$ cat config.mk
export PLATFORM = sky130hd
export DESIGN_NAME = tpsc_lane
export DESIGN_NICKNAME = d
export VERILOG_FILES = /design/src/rtl/tpsc_pkg.sv /design/src/rtl/tpsc_lane.sv
export SDC_FILE = /design/constraint.sdc
export NUM_CORES = 2
export LEC_CHECK = 0
export ABC_CLOCK_PERIOD_IN_PS = 26100
export BUFFER_PORTS_ARGS = -buffer_cell sky130_fd_sc_hd__buf_2
export CAP_MARGIN = 40
export CORE_MARGIN = 2
export CORE_UTILIZATION = 37
export DETAILED_ROUTE_END_ITERATION = 8
export PLACE_DENSITY = 0.56
export SLEW_MARGIN = 30
export SYNTH_ARGS = -nofsm -noshare
export SYNTH_HDL_FRONTEND = slang
export SYNTH_SLANG_ARGS = --single-unit
$ cat constraint.sdc
create_clock -name clk -period 26.1 [get_ports clk]
set_input_delay 7.83 -clock clk [delete_from_list [all_inputs] [get_ports clk]]
set_output_delay 7.83 -clock clk [all_outputs]
set_load 0.05 [all_outputs]
$ cat src/rtl/tpsc_pkg.sv
`timescale 1ns / 1ps
// Package for the two-point sensor calibration block: widths, register indexes and item types.
package tpsc_pkg;

  localparam int RAW_W     = 16;
  localparam int TEMP_PT_W = 10;
  localparam int HUM_PT_W  = 8;
  localparam int Y_W       = 13;
  localparam int DIF_W     = RAW_W + 1;
  localparam int DY_W      = Y_W + 1;
  localparam int PROD_W    = DIF_W + DY_W;
  localparam int DEN_W     = RAW_W;
  localparam int QMAG_W    = 32;
  localparam int DIV_STEP  = 4;
  localparam int DIV_STAGES = QMAG_W / DIV_STEP;
  localparam int Q_W       = QMAG_W + 1;
  localparam int SUM_W     = Q_W + 1;
  localparam int LANE_LAT  = DIV_STAGES + 5;

  localparam int DATA_W    = 32;
  localparam int PADDR_W   = 5;
  localparam int IDX_W     = 3;

  localparam logic signed [SUM_W-1:0] SAT_MAX = SUM_W'((1 <<< (RAW_W - 1)) - 1);
  localparam logic signed [SUM_W-1:0] SAT_MIN = -SUM_W'(1 <<< (RAW_W - 1));

  localparam logic [IDX_W-1:0] REG_TEMP_LOW_EIGHTHS  = 3'd0;
  localparam logic [IDX_W-1:0] REG_TEMP_HIGH_EIGHTHS = 3'd1;
  localparam logic [IDX_W-1:0] REG_TEMP_LOW_RAW      = 3'd2;
  localparam logic [IDX_W-1:0] REG_TEMP_HIGH_RAW     = 3'd3;
  localparam logic [IDX_W-1:0] REG_HUM_LOW_HALVES    = 3'd4;
  localparam logic [IDX_W-1:0] REG_HUM_HIGH_HALVES   = 3'd5;
  localparam logic [IDX_W-1:0] REG_HUM_LOW_RAW       = 3'd6;
  localparam logic [IDX_W-1:0] REG_HUM_HIGH_RAW      = 3'd7;

  typedef struct packed {
    logic signed [RAW_W-1:0] humidity_raw;
    logic signed [RAW_W-1:0] temperature_raw;
  } in_item_t;

  typedef struct packed {
    logic signed [RAW_W-1:0] temperature_q;
    logic signed [RAW_W-1:0] humidity_q;
    logic                    temp_cal_error;
    logic                    hum_cal_error;
  } out_item_t;

  typedef struct packed {
    logic [DIF_W-1:0] dr;
    logic [DY_W-1:0]  dy;
    logic [DIF_W-1:0] den;
    logic [Y_W-1:0]   y0;
    logic             err;
  } lane_s1_t;

  typedef struct packed {
    logic [PROD_W-1:0] prod;
    logic [DEN_W-1:0]  den_mag;
    logic              den_neg;
    logic [Y_W-1:0]    y0;
    logic              err;
  } lane_s2_t;

  typedef struct packed {
    logic [DEN_W-1:0]  rem;
    logic [QMAG_W-1:0] acc;
    logic [DEN_W-1:0]  den;
    logic              neg;
    logic [Y_W-1:0]    y0;
    logic              err;
  } lane_div_t;

  typedef struct packed {
    logic [Q_W-1:0] q;
    logic [Y_W-1:0] y0;
    logic           err;
  } lane_q_t;

endpackage

$ cat src/rtl/tpsc_lane.sv
`timescale 1ns / 1ps
// One interpolation lane: difference, multiply, pipelined restoring divide and saturation.
module tpsc_lane
  import tpsc_pkg::*;
(
  input  logic                    clk,
  input  logic                    en,
  input  logic signed [RAW_W-1:0] raw,
  input  logic signed [RAW_W-1:0] raw_low,
  input  logic signed [RAW_W-1:0] raw_high,
  input  logic [Y_W-1:0]          y_low,
  input  logic [Y_W-1:0]          y_high,
  output logic signed [RAW_W-1:0] res,
  output logic                    err
);

  lane_s1_t  s1_r, s1_nxt;
  lane_s2_t  s2_r, s2_nxt;
  lane_div_t div_r [0:DIV_STAGES];
  lane_div_t div_nxt [0:DIV_STAGES];
  lane_q_t   q_r, q_nxt;
  logic signed [RAW_W-1:0] res_r, res_nxt;
  logic                    err_r, err_nxt;

  always_comb begin
    s1_nxt.dr  = $signed({raw[RAW_W-1], raw}) - $signed({raw_low[RAW_W-1], raw_low});
    s1_nxt.dy  = $signed({1'b0, y_high}) - $signed({1'b0, y_low});
    s1_nxt.den = $signed({raw_high[RAW_W-1], raw_high}) - $signed({raw_low[RAW_W-1], raw_low});
    s1_nxt.y0  = y_low;
    s1_nxt.err = (raw_high == raw_low);
  end

  always_comb begin
    logic signed [PROD_W-1:0] prod;
    logic signed [DIF_W-1:0]  den_abs;
    prod = PROD_W'($signed(s1_r.dr)) * PROD_W'($signed(s1_r.dy));
    den_abs = s1_r.den[DIF_W-1] ? -$signed(s1_r.den) : $signed(s1_r.den);
    s2_nxt.prod    = prod;
    s2_nxt.den_mag = den_abs[DEN_W-1:0];
    s2_nxt.den_neg = s1_r.den[DIF_W-1];
    s2_nxt.y0      = s1_r.y0;
    s2_nxt.err     = s1_r.err;
  end

  always_comb begin
    logic signed [PROD_W-1:0] prod_abs;
    logic                     prod_neg;
    lane_div_t                cur;
    logic [DEN_W:0]           trial;
    logic                     qbit;
    prod_neg = s2_r.prod[PROD_W-1];
    prod_abs = prod_neg ? -$signed(s2_r.prod) : $signed(s2_r.prod);
    div_nxt[0].rem = '0;
    div_nxt[0].acc = {{(QMAG_W - PROD_W){1'b0}}, prod_abs};
    div_nxt[0].den = s2_r.den_mag;
    div_nxt[0].neg = prod_neg ^ s2_r.den_neg;
    div_nxt[0].y0  = s2_r.y0;
    div_nxt[0].err = s2_r.err;
    for (int k = 0; k < DIV_STAGES; k++) begin
      cur = div_r[k];
      for (int j = 0; j < DIV_STEP; j++) begin
        trial = {cur.rem, cur.acc[QMAG_W-1]};
        qbit  = (trial >= {1'b0, cur.den});
        if (qbit) begin
          cur.rem = DEN_W'(trial - {1'b0, cur.den});
        end else begin
          cur.rem = trial[DEN_W-1:0];
        end
        cur.acc = {cur.acc[QMAG_W-2:0], qbit};
      end
      div_nxt[k+1] = cur;
    end
  end

  always_comb begin
    logic signed [Q_W-1:0] qmag;
    qmag = $signed({1'b0, div_r[DIV_STAGES].acc});
    q_nxt.q   = div_r[DIV_STAGES].neg ? -qmag : qmag;
    q_nxt.y0  = div_r[DIV_STAGES].y0;
    q_nxt.err = div_r[DIV_STAGES].err;
  end

  always_comb begin
    logic signed [SUM_W-1:0] sum;
    sum = $signed({{(SUM_W - Y_W){1'b0}}, q_r.y0}) + $signed({q_r.q[Q_W-1], q_r.q});
    priority if (q_r.err) begin
      res_nxt = '0;
    end else if (sum > SAT_MAX) begin
      res_nxt = SAT_MAX[RAW_W-1:0];
    end else if (sum < SAT_MIN) begin
      res_nxt = SAT_MIN[RAW_W-1:0];
    end else begin
      res_nxt = sum[RAW_W-1:0];
    end
    err_nxt = q_r.err;
  end

  always_ff @(posedge clk) begin
    if (en) begin
      s1_r  <= s1_nxt;
      s2_r  <= s2_nxt;
      for (int k = 0; k <= DIV_STAGES; k++) begin
        div_r[k] <= div_nxt[k];
      end
      q_r   <= q_nxt;
      res_r <= res_nxt;
      err_r <= err_nxt;
    end
  end

  assign res = res_r;
  assign err = err_r;

endmodule

==> results.py <==
metrics = {
    "synth": {
        "synthCells": 6272,
        "synth_area_per_cell_um2": 10.5,
        "yosysWarnings": 0,
        "synthMuxAreaShare_pct": 5.26,
        "ys_types": 90,
        "ys_seq_area_share_pct": 38.6,
        "synthXorXnorAreaFrac_pct": 6.20,
        "async_flop_share_pct": 0,
        "yosys.area_share.simple_pct": 11.9,
        "synth_top_family_by_area": "adder cells",
        "yosys_register_bits": 850,
        "synth_adder_area_share_pct": 20.0,
        "synth-edff-count": 850,
        "syn_area_um2": 66100,
        "synth_flop_cell": "edfxtp_1",
        "syn_nets": 7244,
        "synth_compound_area_share_pct": 13.9,
    },
    "drt": {
        "route.met2.wl_mm": 77.9,
        "antenna_left": 0,
        "num_vias": 46400,
        "first_pass_iters": 7,
        "routed_wl_mm": 162,
        "wl_met1_mm": 73.9,
        "wl_met3_mm": 5.43,
        "routedWlPerCell_um": 18.3,
        "topRoutingLayerUsed": "met5",
        "drt_iter0_drc": 3004,
        "drc_errors": 0,
        "viasPerCell": 5.25,
    },
    "grt": {
        "overflow": 0,
        "grt_usage_pct": 17.8,
        "antenna_found_initial": 5,
        "grt_pass1_vias": 46300,
        "grt_first_pass_wirelength_mm": 256,
        "grt_max_degree": 169,
    },
    "timing": {
        "final.min_clock_period_ns": 13.35,
        "fin_crit_sh_pct": 51.1,
        "rsz0062_at_grt": "false",
        "fmax_mhz": 74.9,
        "clock-skew-final_ns": 0.0284,
        "fin_tns_setup_ns": 0,
        "tightest_slew_ns": 0.962,
        "setup_viol": 0,
        "hold_viol": 0,
        "relSlewSlack_pct": 35.9,
        "slew_viol_final": 0,
    },
    "place": {
        "finalWeightedCongestion": 0.909,
        "dp_cells": 8649,
        "numPortBuffers": 92,
        "dp_hpwl_mm": 128,
    },
    "finish": {
        "nets": 7375,
        "layout.cells.non_filler": 8847,
        "drive_gt1_share_pct": 9.37,
        "final_cell_mix": "850 x edfxtp_1, 631 x ha_1, 609 x inv_1",
        "layout_commonest_cell": "edfxtp_1",
        "nFillCells": 17100,
        "area_delta_synth_final_pct": 10.3,
    },
    "run_status": {
        "status": "completed",
    },
    "die": {
        "rows": 155,
        "io_pins": 93,
        "die_h_um": 427,
        "die-area_um2": 182000,
        "core-area_um2": 178000,
        "initial_core_util_pct": 37.1,
        "dieWidth_um": 427,
    },
    "worst_setup_path": {
        "worstSetupEndpointType": "flop",
        "worstPathRequired_ns": 26.57,
        "critPathMaxStageDelay_ns": 0.55,
        "crit_fanout": 17,
        "path_delay_family": "compound AO/OA/AOI/OAI gates",
        "path_buf_inv": 9,
        "crit_type": "reg -> reg",
        "arrival_ns": 13.81,
        "critPathSlowestCell": "o31ai_1",
        "start_kind": "flop",
    },
    "cts": {
        "cts_setup_buffers": 0,
        "numCtsBuffers": 98,
        "htreeDepth": 3,
        "clock_latency_ns": 0.72,
        "cts-resized-gates": 0,
        "cts_tree": "yes",
        "clk_pin_slew_ns": 0.06,
        "ctsHoldBuffers": 0,
        "clock-sinks": 850,
        "clk_path_buf_depth": 3,
        "cts-root-buf": "clkbuf_16",
    },
    "min_path": {
        "hold_path.class": "reg -> reg",
    },
    "run": {
        "max_cap_violations": 0,
    },
}
[worst register-to-register path, delay by kind of cell (launching register included)]
kind / cells / cell delay (ns)
flip-flops: 1 / 0.47
multiplexers: 3 / 0.91
AO/OA/AOI/OAI: 25 / 6.99
AND/OR/NAND/NOR: 7 / 1.55
buffers and inverters: 9 / 2.02
adder cells (fa/ha/maj): 4 / 1.21
[cells by family (layout without fill, tap and decap cells)]
logic type,after synthesis,count (layout)
AO/OA/AOI/OAI,1410,1410
XOR/XNOR,468,468
adder cells (fa/ha/maj),896,896
buffers and inverters,724,940
flip-flops,850,850
multiplexers,309,309
other,0,4
AND/OR/NAND/NOR,1615,1615
[per-stage QoR]
stage / util (%) / hold slack, ns / instance area (um2) / worst slack [ns]
after floorplan: - / 0.400 / 66100 / 14.34
after global routing: 40.9 / 0.419 / 72900 / 11.46
after global placement: 38.9 / 0.401 / 69300 / 12.91
final: 40.9 / 0.410 / 72900 / 12.75
after CTS: 40.9 / 0.406 / 72700 / 12.72
after detailed placement: 39.0 / 0.405 / 69500 / 12.76
[flip-flops by register name, indices dropped and copies added (netlist names)]
register / cells
div_r: 662
s1_r: 62
err_nxt: 1
q_r: 46
res: 16
s2_r: 32
div_nxt: 30
err: 1
[Yosys cell counts (all sizes together), types with 65 or more instances]
master | instances | area (um2)
edfxtp | 850 | 25500
a21oi | 367 | 1840
ha | 631 | 7900
nor3 | 96 | 485
nor2b | 98 | 613
a21o | 185 | 1400
and2 | 134 | 838
inv | 618 | 2320
xor2 | 137 | 1200
o21a | 75 | 563
fa | 265 | 5310
mux2 | 258 | 2940
nand4 | 82 | 513
nor2 | 373 | 1400
nand3 | 97 | 485
o21ai | 333 | 1670
nand2 | 465 | 1750
clkbuf | 81 | 304
xnor2 | 331 | 2900
nand2b | 65 | 407
[per-layer routing]
metal,vias up,track usage (%)
met3,198,1.96
met5,-,0
met1,22500,23.5
li1,23000,-
met2,808,30.4
met4,2,5.45
[cell type report]
| class | instances | area, um2 | area share, % |
|---|---|---|---|
| repair buffers | 135 | 967 | 1.33 |
| well taps | 2355 | 2950 | 4.04 |
| flip-flops and latches | 850 | 25500 | 35.0 |
| clock inverters | 71 | 697 | 0.957 |
| multi-input cells | 4698 | 37800 | 51.9 |
| diodes | 4 | 10.0 | 0.0137 |
| clock buffers | 114 | 2580 | 3.54 |
| inverters | 620 | 2330 | 3.19 |
[path summary, 6_finish.rpt]
kind	from	to	slack [ns]	cells past startpoint
hold / removal	div_r[0][320]	div_r[0][399]	0.41	0
setup reg to reg	div_r[0][174]	div_r[0][309]	12.75	48
setup / recovery	div_r[0][174]	div_r[0][309]	12.75	48
hold reg to reg	div_r[0][320]	div_r[0][399]	0.41	0
Power is not shown: default switching activity piles up to over one toggle a cycle in this logic, so the estimate is an artifact.
